==> config.mk <==
export PLATFORM = sky130hd
export DESIGN_NAME = daq_record_stream_deframer
export DESIGN_NICKNAME = d
export VERILOG_FILES = /design/src/rtl/drs_pkg.sv /design/src/rtl/daq_record_stream_deframer.sv
export SDC_FILE = /design/constraint.sdc
export NUM_CORES = 1
export LEC_CHECK = 0
export ABC_CLOCK_PERIOD_IN_PS = 5800
export BUFFER_PORTS_ARGS = -buffer_cell sky130_fd_sc_hd__buf_2
export CAP_MARGIN = 20
export CORE_ASPECT_RATIO = 0.75
export CORE_MARGIN = 1
export CORE_UTILIZATION = 66
export CTS_CLUSTER_DIAMETER = 60
export CTS_CLUSTER_SIZE = 28
export DETAILED_ROUTE_END_ITERATION = 8
export PLACE_DENSITY = 0.95
export SLEW_MARGIN = 10
export SYNTH_ARGS = -nofsm -noshare
export SYNTH_HDL_FRONTEND = slang
export SYNTH_SLANG_ARGS = --single-unit
==> constraint.sdc <==
create_clock -name aclk -period 5.8 [get_ports aclk]
set_input_delay 0 -clock aclk [delete_from_list [all_inputs] [get_ports aclk]]
set_output_delay 0 -clock aclk [all_outputs]
set_load 0.05 [all_outputs]
==> src/rtl/drs_pkg.sv <==
// Types, section codes and frame constants for the record stream deframer.
// No dependencies.
package drs_pkg;

    typedef enum logic [3:0] {
        SEC_MAGIC         = 4'd0,
        SEC_SIZE          = 4'd1,
        SEC_FLAG          = 4'd2,
        SEC_INFO_BODY     = 4'd3,
        SEC_INFO_TRAILER  = 4'd4,
        SEC_EVENT_HDR     = 4'd5,
        SEC_MODULE_HDR    = 4'd6,
        SEC_DIG_HDR       = 4'd7,
        SEC_FAST          = 4'd8,
        SEC_SLOW          = 4'd9,
        SEC_EVENT_TRAILER = 4'd10,
        SEC_SLOW_BODY     = 4'd11,
        SEC_SLOW_TRAILER  = 4'd12,
        SEC_FINISHED      = 4'd13,
        SEC_ERROR         = 4'd14
    } sec_t;

    typedef enum logic [2:0] {
        KIND_UNKNOWN = 3'd0,
        KIND_HEADER  = 3'd1,
        KIND_FOOTER  = 3'd2,
        KIND_EVENT   = 3'd3,
        KIND_SLOW    = 3'd4
    } kind_t;

    localparam logic [31:0] MAGIC_WORD        = 32'hE7E7_0000;
    localparam logic [31:0] FLAG_HEADER       = 32'h0100_0000;
    localparam logic [31:0] FLAG_FOOTER       = 32'h0200_0000;
    localparam logic [7:0]  FLAG_EVENT_MARK   = 8'h01;
    localparam logic [31:0] BIG_HDR_LEN       = 32'(4 + 4 + 4 + 4 + 4 * 32 + 4 * 5 + 4 * 7);
    localparam logic [31:0] DIG_HDR_LEN       = 32'd16;
    localparam logic [31:0] EVENT_TRAILER_LEN = 32'd16;
    localparam logic [31:0] INFO_TRAILER_LEN  = 32'd8;
    localparam logic [31:0] SLOW_TRAILER_LEN  = 32'd4;
    localparam logic [31:0] COUNT_OFFSET      = 32'd4;
    localparam logic [31:0] WORD_LAST         = 32'd3;

    function automatic kind_t kind_of(input logic [31:0] f);
        kind_t k;
        if (f == FLAG_HEADER) begin
            k = KIND_HEADER;
        end else if (f == FLAG_FOOTER) begin
            k = KIND_FOOTER;
        end else if (f[15:8] == FLAG_EVENT_MARK && f[7:0] == 8'h00) begin
            k = KIND_EVENT;
        end else begin
            k = KIND_SLOW;
        end
        return k;
    endfunction

endpackage

==> src/rtl/daq_record_stream_deframer.sv <==
// Byte-wise deframer for a data-acquisition record stream.
// Depends on drs_pkg (section codes, kinds, frame constants).
//
//  channel | dir | beat            | payload
//  s_      | in  | one raw byte    | tdata[7:0] data_byte
//  m_      | out | one result/byte | tuser section+kind, tdata indices/sample/flags
//
// Each accepted byte yields one result in the next cycle; while m_ takes each result,
// one byte per cycle is sustained, as one decode step sits before the result register.
// aresetn (synchronous, active low) returns to the magic section with all counts zero.
// A stalled m_ side holds its result; s_tready stays high while the result is taken.
// Lengths of bodies are compared against a last-index register loaded at the flag end.
module daq_record_stream_deframer
    import drs_pkg::*;
#(
    parameter int FAST_SAMPLES = 384,
    parameter int SLOW_SAMPLES = 128
) (
    input  logic        aclk,
    input  logic        aresetn,
    input  logic        s_tvalid,
    output logic        s_tready,
    input  logic [7:0]  s_tdata,   // [7:0] data_byte
    output logic        m_tvalid,
    input  logic        m_tready,
    output logic [47:0] m_tdata,   // [7:0] module_index, [15:8] digitizer_index,
                                   // [16] sample_valid, [17] sample_is_slow,
                                   // [26:18] sample_index, [42:27] sample_value,
                                   // [43] format_error, [44] finished, [47:45] zero
    output logic [6:0]  m_tuser    // [3:0] section, [6:4] packet_kind
);

    localparam logic [31:0] FAST_LAST = 32'(FAST_SAMPLES - 1);
    localparam logic [31:0] SLOW_LAST = 32'(2 * SLOW_SAMPLES - 1);

    sec_t        sec_reg, sec_next;
    logic [31:0] cnt_reg, cnt_next;
    logic [31:0] size_reg, size_next;
    logic [31:0] flag_reg, flag_next;
    logic [31:0] last_reg, last_next;
    kind_t       kind_reg, kind_next;
    logic [7:0]  mod_cnt_reg, mod_cnt_next;
    logic [7:0]  mod_pos_reg, mod_pos_next;
    logic [7:0]  dig_cnt_reg, dig_cnt_next;
    logic [7:0]  dig_pos_reg, dig_pos_next;
    logic [7:0]  slow_lo_reg, slow_lo_next;

    logic        m_valid_reg;
    sec_t        out_sec_reg, res_sec;
    kind_t       out_kind_reg, res_kind;
    logic [7:0]  out_mi_reg, res_mi;
    logic [7:0]  out_di_reg, res_di;
    logic        out_valid_reg, res_valid;
    logic        out_slow_reg, res_slow;
    logic [8:0]  out_sidx_reg, res_sidx;
    logic [15:0] out_sval_reg, res_sval;
    logic        out_err_reg, res_err;
    logic        out_fin_reg, res_fin;

    logic        accept;
    logic [31:0] flag_shift;
    logic [31:0] size_shift;
    logic [31:0] cnt_inc;
    logic [7:0]  mod_pos_inc;
    logic [7:0]  dig_pos_inc;
    logic        word_end;
    logic        magic_bad;
    kind_t       flag_kind;

    assign s_tready    = !m_valid_reg || m_tready;
    assign accept      = s_tvalid && s_tready;
    assign flag_shift  = {flag_reg[23:0], s_tdata};
    assign size_shift  = {size_reg[23:0], s_tdata};
    assign cnt_inc     = cnt_reg + 32'd1;
    assign mod_pos_inc = mod_pos_reg + 8'd1;
    assign dig_pos_inc = dig_pos_reg + 8'd1;
    assign word_end    = (cnt_reg == WORD_LAST);
    assign magic_bad   = (sec_reg == SEC_MAGIC) && word_end && (flag_shift != MAGIC_WORD);
    assign flag_kind   = kind_of(flag_shift);

    // Next state of the section machine and its counters.
    always_comb begin
        sec_next     = sec_reg;
        cnt_next     = cnt_inc;
        size_next    = size_reg;
        flag_next    = flag_reg;
        last_next    = last_reg;
        kind_next    = kind_reg;
        mod_cnt_next = mod_cnt_reg;
        mod_pos_next = mod_pos_reg;
        dig_cnt_next = dig_cnt_reg;
        dig_pos_next = dig_pos_reg;
        slow_lo_next = slow_lo_reg;
        case (sec_reg)
            SEC_MAGIC: begin
                flag_next = flag_shift;
                if (word_end) begin
                    cnt_next = 32'd0;
                    if (magic_bad) begin
                        sec_next = SEC_ERROR;
                    end else begin
                        size_next = 32'd0;
                        sec_next  = SEC_SIZE;
                    end
                end
            end
            SEC_SIZE: begin
                size_next = size_shift;
                if (word_end) begin
                    cnt_next  = 32'd0;
                    flag_next = 32'd0;
                    sec_next  = SEC_FLAG;
                end
            end
            SEC_FLAG: begin
                flag_next = flag_shift;
                if (word_end) begin
                    cnt_next  = 32'd0;
                    kind_next = flag_kind;
                    if (flag_kind == KIND_HEADER || flag_kind == KIND_FOOTER) begin
                        last_next = size_reg - 32'd5;
                        sec_next  = (size_reg > 32'd4) ? SEC_INFO_BODY : SEC_INFO_TRAILER;
                    end else if (flag_kind == KIND_EVENT) begin
                        sec_next = SEC_EVENT_HDR;
                    end else begin
                        last_next = size_reg - 32'd1;
                        sec_next  = (size_reg != 32'd0) ? SEC_SLOW_BODY : SEC_SLOW_TRAILER;
                    end
                end
            end
            SEC_INFO_BODY: begin
                if (cnt_reg == last_reg) begin
                    cnt_next = 32'd0;
                    sec_next = SEC_INFO_TRAILER;
                end
            end
            SEC_INFO_TRAILER: begin
                if (cnt_reg == INFO_TRAILER_LEN - 32'd1) begin
                    cnt_next = 32'd0;
                    sec_next = (kind_reg == KIND_FOOTER) ? SEC_FINISHED : SEC_MAGIC;
                end
            end
            SEC_EVENT_HDR: begin
                if (cnt_reg == COUNT_OFFSET) begin
                    mod_cnt_next = s_tdata;
                end
                if (cnt_reg == BIG_HDR_LEN - 32'd1) begin
                    cnt_next     = 32'd0;
                    mod_pos_next = 8'd0;
                    sec_next     = (mod_cnt_reg != 8'd0) ? SEC_MODULE_HDR : SEC_EVENT_TRAILER;
                end
            end
            SEC_MODULE_HDR: begin
                if (cnt_reg == COUNT_OFFSET) begin
                    dig_cnt_next = s_tdata;
                end
                if (cnt_reg == BIG_HDR_LEN - 32'd1) begin
                    cnt_next     = 32'd0;
                    dig_pos_next = 8'd0;
                    if (dig_cnt_reg != 8'd0) begin
                        sec_next = SEC_DIG_HDR;
                    end else begin
                        // no digitizers: step straight to the next module or the event trailer
                        mod_pos_next = mod_pos_inc;
                        sec_next = (mod_pos_inc < mod_cnt_reg) ? SEC_MODULE_HDR
                                                               : SEC_EVENT_TRAILER;
                    end
                end
            end
            SEC_DIG_HDR: begin
                if (cnt_reg == DIG_HDR_LEN - 32'd1) begin
                    cnt_next = 32'd0;
                    sec_next = SEC_FAST;
                end
            end
            SEC_FAST: begin
                if (cnt_reg == FAST_LAST) begin
                    cnt_next = 32'd0;
                    sec_next = SEC_SLOW;
                end
            end
            SEC_SLOW: begin
                if (!cnt_reg[0]) begin
                    slow_lo_next = s_tdata;
                end
                if (cnt_reg == SLOW_LAST) begin
                    cnt_next     = 32'd0;
                    dig_pos_next = dig_pos_inc;
                    if (dig_pos_inc < dig_cnt_reg) begin
                        sec_next = SEC_DIG_HDR;
                    end else begin
                        mod_pos_next = mod_pos_inc;
                        sec_next = (mod_pos_inc < mod_cnt_reg) ? SEC_MODULE_HDR
                                                               : SEC_EVENT_TRAILER;
                    end
                end
            end
            SEC_EVENT_TRAILER: begin
                if (cnt_reg == EVENT_TRAILER_LEN - 32'd1) begin
                    cnt_next = 32'd0;
                    sec_next = SEC_MAGIC;
                end
            end
            SEC_SLOW_BODY: begin
                if (cnt_reg == last_reg) begin
                    cnt_next = 32'd0;
                    sec_next = SEC_SLOW_TRAILER;
                end
            end
            SEC_SLOW_TRAILER: begin
                if (cnt_reg == SLOW_TRAILER_LEN - 32'd1) begin
                    cnt_next = 32'd0;
                    sec_next = SEC_MAGIC;
                end
            end
            SEC_FINISHED: begin
                cnt_next = cnt_reg;
            end
            default: begin
                cnt_next = cnt_reg;
                sec_next = SEC_ERROR;
            end
        endcase
    end

    // Result fields for the byte being accepted.
    always_comb begin
        res_sec   = sec_reg;
        res_kind  = KIND_UNKNOWN;
        res_mi    = 8'd0;
        res_di    = 8'd0;
        res_valid = 1'b0;
        res_slow  = 1'b0;
        res_sidx  = 9'd0;
        res_sval  = 16'd0;
        res_err   = 1'b0;
        res_fin   = 1'b0;
        if (sec_reg >= SEC_INFO_BODY && sec_reg <= SEC_SLOW_TRAILER) begin
            res_kind = kind_reg;
        end
        if (sec_reg >= SEC_MODULE_HDR && sec_reg <= SEC_SLOW) begin
            res_mi = mod_pos_reg;
        end
        if (sec_reg >= SEC_DIG_HDR && sec_reg <= SEC_SLOW) begin
            res_di = dig_pos_reg;
        end
        case (sec_reg)
            SEC_MAGIC: begin
                if (magic_bad) begin
                    res_sec = SEC_ERROR;
                    res_err = 1'b1;
                end
            end
            SEC_FLAG: begin
                if (word_end) begin
                    res_kind = flag_kind;
                end
            end
            SEC_INFO_TRAILER: begin
                if (cnt_reg == INFO_TRAILER_LEN - 32'd1 && kind_reg == KIND_FOOTER) begin
                    res_fin = 1'b1;
                end
            end
            SEC_FAST: begin
                res_valid = 1'b1;
                res_sidx  = cnt_reg[8:0];
                res_sval  = {8'd0, s_tdata};
            end
            SEC_SLOW: begin
                if (cnt_reg[0]) begin
                    res_valid = 1'b1;
                    res_slow  = 1'b1;
                    res_sidx  = cnt_reg[9:1];
                    res_sval  = {s_tdata, slow_lo_reg};
                end
            end
            SEC_FINISHED: begin
                res_kind = KIND_FOOTER;
                res_fin  = 1'b1;
            end
            SEC_SIZE, SEC_INFO_BODY, SEC_EVENT_HDR, SEC_MODULE_HDR, SEC_DIG_HDR,
            SEC_EVENT_TRAILER, SEC_SLOW_BODY, SEC_SLOW_TRAILER: begin
                res_err = 1'b0;
            end
            default: begin
                res_sec = SEC_ERROR;
                res_err = 1'b1;
            end
        endcase
    end

    always_ff @(posedge aclk) begin
        if (!aresetn) begin
            sec_reg     <= SEC_MAGIC;
            cnt_reg     <= 32'd0;
            size_reg    <= 32'd0;
            flag_reg    <= 32'd0;
            last_reg    <= 32'd0;
            kind_reg    <= KIND_UNKNOWN;
            mod_cnt_reg <= 8'd0;
            mod_pos_reg <= 8'd0;
            dig_cnt_reg <= 8'd0;
            dig_pos_reg <= 8'd0;
            slow_lo_reg <= 8'd0;
            m_valid_reg <= 1'b0;
        end else begin
            if (accept) begin
                sec_reg     <= sec_next;
                cnt_reg     <= cnt_next;
                size_reg    <= size_next;
                flag_reg    <= flag_next;
                last_reg    <= last_next;
                kind_reg    <= kind_next;
                mod_cnt_reg <= mod_cnt_next;
                mod_pos_reg <= mod_pos_next;
                dig_cnt_reg <= dig_cnt_next;
                dig_pos_reg <= dig_pos_next;
                slow_lo_reg <= slow_lo_next;
            end
            if (accept) begin
                m_valid_reg <= 1'b1;
            end else if (m_tready) begin
                m_valid_reg <= 1'b0;
            end
        end
    end

    // Result payload: load on every accepted transaction.
    always_ff @(posedge aclk) begin
        if (accept) begin
            out_sec_reg   <= res_sec;
            out_kind_reg  <= res_kind;
            out_mi_reg    <= res_mi;
            out_di_reg    <= res_di;
            out_valid_reg <= res_valid;
            out_slow_reg  <= res_slow;
            out_sidx_reg  <= res_sidx;
            out_sval_reg  <= res_sval;
            out_err_reg   <= res_err;
            out_fin_reg   <= res_fin;
        end
    end

    assign m_tvalid = m_valid_reg;
    assign m_tuser  = {out_kind_reg, out_sec_reg};
    assign m_tdata  = {3'd0, out_fin_reg, out_err_reg, out_sval_reg, out_sidx_reg,
                       out_slow_reg, out_valid_reg, out_di_reg, out_mi_reg};

endmodule

## Word-level counts from Yosys, hierarchy flattened

Index checks and enable logic that the tools add are counted.

| word-level totals | value |
|---|---|
| register bits after elaboration | 220 |
| logic and storage cells | 189 |

| operators by class | value |
|---|---|
| $add $sub $neg | 5 |
| order comparisons | 8 |
| equal/unequal tests | 46 |
| multiplexer cells | 67 |
| bitwise gates (word level) | 2 |
| reduce and logical (&&, ||, !) cells | 39 |

Operator list:

| kind | number |
|---|---|
| 32-bit two-way mux | 11 |
| 32-bit case mux with 7 select lines | 1 |
| 4-bit two-way mux | 22 |
| 32-bit by 3-bit equality test with 1-bit output (second input constant) | 2 |
| 32-bit by 8-bit equality test with 1-bit output (second input constant) | 2 |
| 32-bit case mux with 2 select lines | 1 |
| 4-bit case mux with 14 select lines | 1 |
| 8-bit two-way mux | 6 |
| 24-bit case mux with 2 select lines | 1 |
| 2-bit != test (second input constant) | 17 |
| 32-bit by 1-bit adder with 32-bit output (second input constant) | 1 |
| 32-bit by 2-bit equality test with 1-bit output (second input constant) | 1 |
| 32-bit by 25-bit equality test with 1-bit output (second input constant) | 1 |
| 32-bit by 26-bit equality test with 1-bit output (second input constant) | 1 |
| 32-bit equality test | 1 |
| 32-bit by 4-bit equality test with 1-bit output (second input constant) | 1 |
| 32-bit by 9-bit equality test with 1-bit output (second input constant) | 1 |
| 32-bit by 3-bit > comparator with 1-bit output (second input constant) | 1 |
| 32-bit != test (second input constant) | 1 |
| 16-bit case mux with 2 select lines | 1 |
| 32-bit nonzero test | 1 |
| 32-bit by 1-bit subtractor with 32-bit output (second input constant) | 1 |
| 32-bit by 3-bit subtractor with 32-bit output (second input constant) | 1 |
| 4-bit equality test (second input constant) | 6 |
| 40 further kinds | 84 |

## Logic depth before layout (Yosys ltp)

Gate-level depths: netlist of the first run.

| logic depth | value |
|---|---|
| depth after elaboration | 10 |
| depth in mapped cells | 13 |
| mapped depth without buffers | 12 |

## Worst setup path before layout of the first run

OpenSTA, ideal clock, no wires.

| path | value |
|---|---|
| path type | reg-to-reg |
| start point | register m_valid_reg, in the netlist m_tvalid |
| end point | register cnt_reg[0] |
| library setup time | 0.115 ns |
| data arrival time | 3.876 ns |
| required time | 5.685 ns |
| path slack | 1.810 ns |
| stages on the path, launching flop included | 10 |
| path buffers | 2 |
| cells stage by stage | dfxtp_1 nand2b_1 clkbuf_1 nand2_1 inv_1 nand2_1 or3_1 o311ai_4 buf_6 nor2_1 |

| between the ends | value |
|---|---|
| longest elaborated chain between the ends | 4 |

Ends and longest elaborated chain:

| item | RTL line | text |
|---|---|---|
| start: declaration | daq_record_stream_deframer.sv:48 | `logic m_valid_reg;` |
| start signal: assignment | daq_record_stream_deframer.sv:305 | `m_valid_reg <= 1'b0;` |
| start signal: assignment | daq_record_stream_deframer.sv:321 | `m_valid_reg <= 1'b1;` |
| start signal: assignment | daq_record_stream_deframer.sv:323 | `m_valid_reg <= 1'b0;` |
| 1-bit zero test | daq_record_stream_deframer.sv:70 | `assign s_tready = !m_valid_reg \|\| m_tready;` |
| 1-bit logical OR | daq_record_stream_deframer.sv:70 |  |
| via s_tready | daq_record_stream_deframer.sv:22 | `output logic s_tready,` |
| 1-bit logical AND | daq_record_stream_deframer.sv:71 | `assign accept = s_tvalid && s_tready;` |
| via accept | daq_record_stream_deframer.sv:60 | `logic accept;` |
| 2-bit AND reduction (no source line) | n/a |  |
| end signal: assignment | daq_record_stream_deframer.sv:309 | `cnt_reg <= cnt_next;` |
| end: declaration | daq_record_stream_deframer.sv:37 | `logic [31:0] cnt_reg, cnt_next;` |

The timed path passes the listed nets, and every way through them passes these cells.
A chain may end at the register's enable or synchronous reset.

## Worst setup path after layout of the first run

| path | value |
|---|---|
| start point | register flag_reg[4] |
| end point | register last_reg[29] |

| between the ends | value |
|---|---|
| longest elaborated chain between the ends | 9 |
| elaborated cells between the ends (all ways) | 14 |

Ends and longest elaborated chain:

| item | RTL line | text |
|---|---|---|
| start: declaration | daq_record_stream_deframer.sv:39 | `logic [31:0] flag_reg, flag_next;` |
| start signal: assignment | daq_record_stream_deframer.sv:311 | `flag_reg <= flag_next;` |
| 8-bit by 1-bit equality test with 1-bit output | drs_pkg.sv:49 | `end else if (f[15:8] == FLAG_EVENT_MARK && f[7:0] == 8'h00) begin` |
| 1-bit logical AND | drs_pkg.sv:49 |  |
| 3-bit two-way mux | drs_pkg.sv:49 |  |
| 3-bit two-way mux | drs_pkg.sv:47 | `end else if (f == FLAG_FOOTER) begin` |
| 3-bit two-way mux (*) | drs_pkg.sv:45 | `if (f == FLAG_HEADER) begin` |
| 3-bit by 1-bit equality test with 1-bit output or 3-bit by 2-bit equality test with 1-bit output (tied branches) | daq_record_stream_deframer.sv:120 | `if (flag_kind == KIND_HEADER \|\| flag_kind == KIND_FOOTER) begin` |
| 1-bit logical OR | daq_record_stream_deframer.sv:120 |  |
| 2-bit != test (no source line) | n/a |  |
| 4-bit AND reduction (no source line) | n/a |  |
| end signal: assignment | daq_record_stream_deframer.sv:312 | `last_reg <= last_next;` |
| end: declaration | daq_record_stream_deframer.sv:40 | `logic [31:0] last_reg, last_next;` |

Mark *: on every way between the ends. The rest lies on a longest branch, timed or not.

==> impl_metrics.csv, run 1 <==
group,metric,value,unit
power,pwr-share-comb,6.4,%
clocking,cts.htree.levels,1,
sta,hold_viol,0,
sta,setup_viol,0,
yosys,synth_most_common_cell,"nor2_1",
setup_path,end_kind,"flop",
yosys,synth_area_leader_cell,"dfxtp_1",
setup_path,rr_worst_depth,11,
sta,fin_crit_sh,69.8,%
floorplan,die_x,152,um
global_route,grt_start_max_net_pins,67,
setup_path,path_class,"flop to flop",
floorplan,core,16300,um^2
cells_and_area,fin_cells,1515,
placement,gp_congestion,0.923,
placement,dp_cells,1480,
sta,grt_setup_unrepaired,"false",
placement,numPortBuffers,65,
routing,drc,10,
cells_and_area,n_fill_cell,1045,
yosys,synth_cells,1283,
routing,wl_per_cell,18.0,um
floorplan,die-area,17500,um^2
sta,maxSlewViolCount,0,
clocking,ctsResizeCount,0,
global_route,grt.total_usage,30.9,%
yosys,synth_edf_count,52,
yosys,ys.flop_type,"dfxtp_1",
yosys,yosys-top-cells-area,"dfxtp_1, edfxtp_1, nor2_1",
global_route,antenna_found_initial,0,
cells_and_area,multi_input_area,5720,um^2
floorplan,initial_utilization,68.7,%
power,p_seq_share,55.8,%
power,power_leakage,4.81,nW
floorplan,ios,69,
floorplan,die_h,115,um
yosys,synth_commonest_cells,"nor2_1, dfxtp_1, nand2_1, a21oi_1, xor2_1",
routing,detail-route-antenna-nets,0,
power,p_per_area,239,nW/um^2
sta,finClkSkew,0.0228,ns
routing,vias,9610,
placement,dp_hpwl,18700,um
power,power_frac_clock,37.8,%
setup_path,cp_max_fo,8,
power,sw_frac_of_total,25.0,%
cells_and_area,antenna_cells,0,
clocking,cts.sinks,220,
setup_path,critPathLaunchType,"flop",
sta,fin_crit,4.05,ns
run_status,status,"finished with violations",
routing,drt_wl_total,27300,um
global_route,overflow,0,
sta,fmax,247,MHz
yosys,synthDominantCellAreaShare,30.1,%
routing,drtPass1Iterations,8,
yosys,yosys_warnings,0,
yosys,ys_seq_elements,220,
clocking,postCtsSetupRepairBufs,0,
sta,maxSlewHeadroom,23.8,%
run_status,failed_checks,"design-rule violations",
yosys,synth_cell_type_count,82,
setup_path,cp.required,6.17,ns
power,power_switching,0.000719,W
global_route,grt_pass1_wl,43700,um
setup_path,r2r_start,"flag_reg[4]",
cells_and_area,layout-drive-gt1-share,11.9,%
clocking,clkSlewWorstSetupHoldPaths,0.10,ns
clocking,cts_inserted_buffers,14,
setup_path,crit_path_start,"flag_reg[4]",
run,cap_violations,0,
routing,viasPerCell,6.34,
cells_and_area,nets,1330,
yosys,async_flop_share,0,%
yosys,syn-cell-area,11200,um^2
worst_hold_path,hold_path_class,"primary input to flop",
setup_path,arrival,4.41,ns
worst_hold_path,hold_start,"m_tready",
cells_and_area,syn_to_final_growth,7.86,%
global_route,grt_pass1_vias,8690,
clocking,worstSkewPairLatency,0.49,ns
yosys,ys_seq_area_share,44.1,%
floorplan,num_rows,40,
clocking,root_buffer,"clkbuf_16",
sta,finalSetupTns,0,ns
yosys,avgSynthCellArea,8.71,um^2
power,internal_power,0.00216,W
worst_hold_path,min_path_cells,5,
clocking,cts.path.max_buffers,3,
routing,drtIter0Drc,1189,
sta,worstMarginPinSlew,1.14,ns
clocking,cts_tree,"done",
cells_and_area,regArea,4920,um^2
power,peakVddDrop,140,uV
## per-stage QoR
stage	hold slack, ns	worst slack (ns)	util (%)	power (W)	cell area [um^2]
2_1_floorplan	0.143	1.81	-	0.00177	11200
3_3_place_gp	0.319	2.01	70.3	0.00181	11400
3_5_place_dp	0.337	1.88	70.4	0.00181	11400
4_1_cts	0.262	1.83	74.1	0.00288	12000
5_1_grt	0.336	1.39	74.1	0.00295	12000
6_report	0.283	1.75	74.1	0.00288	12000
## critical path, stage by stage (launching register included)
cell,delay (ns)
dfxtp_1,0.33
nor4_1,0.49
nand4_1,0.31
nor3b_1,0.64
inv_1,0.11
ha_1,0.34
o21a_1,0.14
or3_1,0.43
or4_1,0.67
nor4_2,0.22
xnor2_1,0.17
a21oi_2,0.07
## path summary, 6_finish.rpt
check	slack (ns)	to
max reg2reg	1.75	last_reg[29]
max	1.75	last_reg[29]
min reg2reg	0.48	size_reg[2]
min	0.28	cnt_reg[1]
## layer usage
metal,global-route usage [%],share of wire [%]
met1,43.8,44
met2,49.1,44
met3,5.00,9.7
met4,8.64,2.2
met5,0,0
## repair_timing
item                                   in CTS  in global routing
hold buffers                               11                  0
endpoints found under the hold margin      48                  0
setup endpoints to repair                   0                  0
## cell families (layout without fill, tap and decap cells)
family | after synthesis | after routing | synth area share [%]
multiplexers | 23 | 23 | 2.11
AND/OR/NAND/NOR | 568 | 568 | 25.6
buffers and inverters | 128 | 148 | 5.04
adder cells (fa/ha/maj) | 22 | 22 | 2.44
XOR/XNOR | 103 | 103 | 8.08
flip-flops | 220 | 220 | 44.1
AO/OA/AOI/OAI | 218 | 218 | 12.6
other | 1 | 3 | 0.0336
## layout by cell type (no fill, tap or decap), types with 36 or more instances in the layout
| master | synthesis | final |
|---|---|---|
| a21oi_1 | 91 | 91 |
| and3_1 | 41 | 41 |
| buf_2 | 9 | 65 |
| dfxtp_1 | 168 | 168 |
| edfxtp_1 | 52 | 52 |
| inv_1 | 38 | 37 |
| nand2_1 | 137 | 137 |
| nor2_1 | 170 | 170 |
| o21ai_0 | 36 | 36 |
| xnor2_1 | 40 | 40 |
| xor2_1 | 63 | 63 |
## cell type report
class | count | area share [%]
clock inverters | 6 | 0.696
well taps | 210 | 2.18
multi-input cells | 937 | 47.5
clock buffers | 18 | 3.39
repair buffers | 85 | 4.17
inverters | 39 | 1.23
flip-flops and latches | 220 | 40.9
## power groups by stage
stage / Combinational [W] / Sequential, W / Clock, W
floorplan: 0.0000787 / 0.00169 / 0
global placement: 0.000172 / 0.00164 / 0
global route: 0.000193 / 0.00161 / 0.00115
detailed placement: 0.000175 / 0.00164 / 0
CTS: 0.000181 / 0.00160 / 0.00110
finish: 0.000184 / 0.00160 / 0.00109
No activity file was read; power rests on OpenSTA's default activity.
==> run 2: changes to the inputs <==
Settings changed: ABC_CLOCK_PERIOD_IN_PS 5800 to 4000, CORE_UTILIZATION 66 to 61, PLACE_DENSITY 0.95 to 0.92.
Clock period 5.8 ns to 4 ns, I/O delays scaled along.
==> run 2 against run 1 <==
Compared with the run above:
- the flow now finishes without violations
- worst hold slack got worse by 0.23 ns
- global-route usage fell by 2.4 points
- worst setup slack got worse by 1.4 ns
- sequential share of layout area fell by 0.40 points
- total power rose by 46%
- critical path type unchanged
- largest cell class unchanged
==> impl_metrics.csv, run 2 (synthesis results as in run 1) <==
group,metric,value,unit
run_status,status,"finished clean",
cells_and_area,syn_to_final_growth,8.92,%
sta,setup_viol,0,
sta,maxSlewHeadroom,42.1,%
routing,drtPass1Iterations,9,
clocking,cts_inserted_buffers,14,
setup_path,worstPathCellList,"nor4_1 > nand4_1 > nor3b_1 > inv_1 > ha_1 > o21a_1 > or3_1 > or4_1 > nor4_2 > xnor2_1 > a21oi_2",
sta,finalSetupTns,0,ns
floorplan,ios,69,
sta,fin_crit,3.67,ns
setup_path,cpPeakStageDelay,0.66,ns
setup_path,critPathLaunchType,"flop",
placement,gp_congestion,0.934,
clocking,cts_tree,"done",
setup_path,ff2ff_setup_slack,0.33,ns
sta,worstMarginPinSlew,0.861,ns
clocking,cts.htree.levels,1,
setup_path,crit_path_start,"flag_reg[4]",
sta,fin_crit_sh,91.6,%
global_route,grt_start_max_net_pins,65,
routing,drtIter0Drc,1148,
routing,drt_wl_total,27200,um
floorplan,core,17800,um^2
cells_and_area,layout-drive-gt1-share,12.6,%
routing,detail-route-antenna-nets,0,
routing,wl_per_cell,17.5,um
power,p_per_area,345,nW/um^2
routing,vias,9606,
cells_and_area,mostFrequentLayoutCell,"nor2_1",
setup_path,critPathSlowestCell,"or4_1",
global_route,grt.total_usage,28.5,%
floorplan,initial_utilization,62.9,%
worst_hold_path,hold_path_class,"primary input to flop",
floorplan,num_rows,42,
floorplan,die_x,158,um
routing,viasPerCell,6.19,
cells_and_area,antenna_cells,0,
sta,maxSlewViolCount,0,
setup_path,arrival,4.05,ns
sta,finClkSkew,0.0348,ns
sta,hold_viol,0,
clocking,worstSkewPairLatency,0.50,ns
cells_and_area,final_cell_mix,"nor2_1, dfxtp_1, nand2_1",
placement,numPortBuffers,65,
clocking,cts.sinks,220,
clocking,postCtsSetupRepairBufs,0,
sta,hold_slack,0.0522,ns
clocking,cts.path.max_buffers,3,
global_route,antenna_found_initial,0,
routing,drc,0,
power,power_leakage,4.86,nW
cells_and_area,nets,1336,
floorplan,die-area,18900,um^2
global_route,grt_pass1_vias,8551,
run,cap_violations,0,
setup_path,end_kind,"flop",
power,peakVddDrop,290,uV
global_route,grt_pass1_wl,43200,um
setup_path,cp_max_fo,8,
placement,dp_hpwl,18700,um
floorplan,die_h,119,um
sta,grt_setup_unrepaired,"false",
setup_path,rr_worst_depth,11,
placement,place_area,11500,um^2
clocking,clkSlewWorstSetupHoldPaths,0.10,ns
sta,fmax,273,MHz
clocking,root_buffer,"clkbuf_16",
cells_and_area,final_area,12200,um^2
setup_path,path_class,"flop to flop",
setup_path,worstSetupEndpoint,"last_reg[29]",
global_route,overflow,0,
setup_path,cp.required,4.38,ns
setup_path,rr_endpoint,"last_reg[29]",
setup_path,r2r_start,"flag_reg[4]",
## run 2: metrics by stage
step                worst slack [ns]  util, %  cells  total power, W
floorplan                    0.00978        -   1285         0.00257
global placement               0.302     65.0   1518         0.00263
detailed placement             0.216     65.0   1518         0.00264
CTS                            0.119     68.4   1552         0.00421
global route                   0.102     68.5   1553         0.00432
finish                         0.335     68.5   1553         0.00420
## run 2: layer usage
metal  vias up  GRT usage, %  part of all wire (%)
met1      4429          41.7                    43
met5         -             0                     0
li1       4541             -                     -
met4         0          8.23                   2.4
met2       565          42.8                    44
met3        71          5.09                    11
## run 2: worst min-delay path by stage
| stage | end | start | cells after the start | slack [ns] |
|---|---|---|---|---|
| after floorplan | m_tvalid | s_tvalid | 2 | 0.14 |
| after global placement | m_tvalid | s_tvalid | 3 | 0.32 |
| after detailed placement | m_tvalid | s_tvalid | 3 | 0.35 |
| after CTS | dig_cnt_reg[3] | s_tdata[3] | 4 | 0.01 |
| after global routing | dig_cnt_reg[3] | s_tdata[3] | 4 | 0.04 |
| final | dig_cnt_reg[3] | s_tdata[3] | 4 | 0.05 |
## run 2: repair_timing
item | CTS | global route
hold endpoints to repair | 40 | 0
endpoints found under the setup margin | 0 | 13
hold buffers | 10 | 0
resized for setup | 0 | 3
## run 2: report_power, final
| part | switching [W] | internal (W) |
|---|---|---|
| Clock | 0.000838 | 0.000762 |
| Sequential | 0.0000208 | 0.00231 |
| Combinational | 0.000213 | 0.0000592 |
| Total | 0.00107 | 0.00313 |
## run 2: area by class of cell
cell class	count	area [um^2]
multi-input cells	937	5740
fillers	1298	5600
flip-flops and latches	220	4920
repair buffers	91	558
clock buffers	17	393
well taps	242	303
inverters	39	148
clock inverters	7	104
## run 2: worst max-delay path, delay by kind of cell (launching register included)
kind	cells	cell delay, ns
buffers and inverters	1	0.10
DFF	1	0.32
xor gates and xnor gates	1	0.17
and+or+nand+nor	6	2.44
adders and majority gates	1	0.33
AOI/OAI and AO/OA	2	0.21
==> run 3: changes to the inputs <==
Settings changed: ABC_AREA set to 1, CORE_UTILIZATION 61 to 62, PLACE_DENSITY 0.92 to 0.93.
==> run 3 against run 2 <==
Compared with the run above:
- register-to-register slack improved by 0.58 ns
- clock power grew 5%
- utilization hardly changed
- critical endpoint is now last_reg[31]
- largest power group is now combinational cells
- highest routed layer is now met5
==> impl_metrics.csv, run 3 <==
group,metric,value,unit
routing,drc,0,
yosys,synth_most_common_cell,"nand2_1",
setup_path,cpPeakStageDelay,0.38,ns
sta,hold_viol,0,
setup_path,critical_path.top_delay_family,"simple AND/OR/NAND/NOR gates",
sta,maxSlewHeadroom,33.1,%
clocking,ctsResizeCount,0,
power,power_leakage,5.19,nW
floorplan,core,18500,um^2
worst_hold_path,hold_path_class,"primary input to flop",
floorplan,num_rows,43,
cells_and_area,n_fill_cell,1510,
routing,viasPerCell,5.80,
sta,setup_viol,0,
clocking,cts.sinks,220,
cells_and_area,final_area,12700,um^2
routing,drtPass1Iterations,6,
cells_and_area,syn_to_final_growth,8.00,%
yosys,synth_area_leader_cell,"dfxtp_1",
routing,detail-route-antenna-nets,0,
sta,hold_slack,0.00338,ns
clocking,clkSlewWorstSetupHoldPaths,0.10,ns
setup_path,cp.required,4.42,ns
run,cap_violations,0,
yosys,synth_cell_type_count,55,
clocking,cts.path.max_buffers,3,
floorplan,ios,69,
setup_path,critPathLaunchType,"flop",
routing,vias,10600,
run_status,status,"finished clean",
cells_and_area,multi_input_area,5780,um^2
cells_and_area,fin_cells,1828,
yosys,async_flop_share,0,%
cells_and_area,layout-drive-gt1-share,11.9,%
sta,fin_crit_sh,77.2,%
clocking,postCtsSetupRepairBufs,0,
setup_path,worstPathCellList,"nor2_1 > nand2_1 > nor2_1 > nand2_1 > a2111o_1 > ha_1 > o21ai_1 > nand2_1 > nor2_1 > nand2_1 > nor2_1 > nand2_1 > nor3_1 > xor2_1 > nand2_1 > a21oi_1",
yosys,ys.flop_type,"dfxtp_1",
setup_path,cp_max_fo,6,
yosys,yosys_warnings,0,
clocking,root_buffer,"clkbuf_16",
sta,fmax,324,MHz
floorplan,die-area,19500,um^2
cells_and_area,nets,1605,
yosys,ys_seq_elements,220,
worst_hold_path,min_path_cells,4,
cells_and_area,mostFrequentLayoutCell,"nand2_1",
placement,gp_congestion,1.01,
power,p_per_area,551,nW/um^2
setup_path,cpMostUsedCell,"nand2_1",
clocking,cts_inserted_buffers,14,
yosys,synth_cells,1535,
placement,dp_cells,1793,
yosys,ys_seq_area_share,41.9,%
sta,worstMarginPinSlew,1.00,ns
floorplan,initial_utilization,63.5,%
yosys,syn-cell-area,11700,um^2
placement,numPortBuffers,65,
sta,finalSetupTns,0,ns
sta,fin_crit,3.09,ns
global_route,grt_pass1_vias,9560,
setup_path,arrival,3.51,ns
global_route,antenna_found_initial,2,
clocking,cts.htree.levels,1,
routing,drt_wl_total,30800,um
sta,finClkSkew,0.0160,ns
global_route,grt.total_usage,31.5,%
setup_path,path_depth,16,
setup_path,critPathSlowestCell,"a2111o_1",
cells_and_area,regArea,4920,um^2
sta,grt_setup_unrepaired,"false",
setup_path,path_class,"flop to flop",
global_route,grt_start_max_net_pins,64,
clocking,worstSkewPairLatency,0.49,ns
yosys,synth_commonest_cells,"nand2_1, nor2_1, dfxtp_1, inv_1, a21oi_1",
routing,drtIter0Drc,1213,
sta,maxSlewViolCount,0,
setup_path,end_kind,"flop",
global_route,overflow,0,
floorplan,die_h,121,um
setup_path,critPathBufInv,0,
clocking,cts_hold_buf,9,
floorplan,die_x,161,um
routing,wl_per_cell,16.8,um
yosys,synth_edf_count,52,
yosys,synthDominantCellAreaShare,28.6,%
placement,place_area,12100,um^2
clocking,cts_tree,"done",
yosys,yosys-top-cells-area,"dfxtp_1, edfxtp_1, nand2_1",
placement,dp_hpwl,23100,um
setup_path,rr_worst_depth,16,
cells_and_area,final_cell_mix,"nand2_1, nor2_1, dfxtp_1",
global_route,grt_pass1_wl,49000,um
power,peakVddDrop,319,uV
yosys,avgSynthCellArea,7.65,um^2
run 3: cell count changes in the layout (fill, tap and decap cells not counted), sizes merged, moves of 13 or more:
cell / previous run / this run
nand2: 138 / 296
inv: 43 / 181
nor2: 170 / 236
a21oi: 92 / 151
nand3: 33 / 86
and3: 41 / 1
nor4: 37 / 3
o21ai: 36 / 67
or2: 31 / 2
mux2i: 19 / 0
a22o: 15 / 0
xnor2: 40 / 27
run 3: kinds of logic after synthesis:
kind of cell	share of synthesized area, %
and+or+nand+nor	27.2
AOI/OAI and AO/OA	13.3
buffers and inverters	8.96
DFF	41.9
other	0.0319
adders and majority gates	2.24
xor gates and xnor gates	6.26
run 3: power breakdown:
part           leakage, nW  internal [W]  total (W)  switching (W)
clock network        0.254      0.000816    0.00168       0.000860
logic                 3.05      0.000824    0.00270        0.00187
registers             1.89       0.00245    0.00262       0.000160
total                 5.19       0.00409    0.00699        0.00289
run 3: tightest hold or removal path: cells and delay by family:
family,cells,cell delay (ns)
and+or+nand+nor,1,0.05
buffers and inverters,2,0.29
AOI/OAI and AO/OA,1,0.13
run 3: path summary, 6_finish.rpt:
path	to	slack [ns]	from
worst min register to register	last_reg[28]	0.49	last_reg[28]
worst max register to register	last_reg[31]	0.91	flag_reg[5]
worst min-delay path	m_tvalid	0.003	s_tvalid
worst max-delay path	last_reg[31]	0.91	flag_reg[5]
run 3: area by class of cell:
cell class                 count  share of cell area [%]
inverter                     177                    5.26
clock buffer                  18                    3.37
timing repair buffer          80                    3.83
tap                          247                    2.44
multi-input combinational   1079                    45.6
clock inverter                 6                   0.710
sequential                   220                    38.8
antenna                        1                  0.0197
run 3: metrics by stage:
stage / total power (W) / setup slack [ns] / utilization [%]
after floorplan: 0.00475 / 1.18 / -
after global placement: 0.00522 / 1.10 / 65.1
after detailed placement: 0.00527 / 0.986 / 65.1
after CTS: 0.00693 / 0.955 / 68.4
after global routing: 0.00736 / 0.627 / 68.5
final: 0.00699 / 0.910 / 68.5
run 3: per-layer routing:
metal / vias to the layer above / global-route usage [%] / wire [um]
met3: 58 / 7.96 / 3870
met4: 4 / 6.49 / 565
met1: 4863 / 45.9 / 13500
met5: - / 0 / 58
met2: 562 / 47.2 / 12800
li1: 5113 / - / -
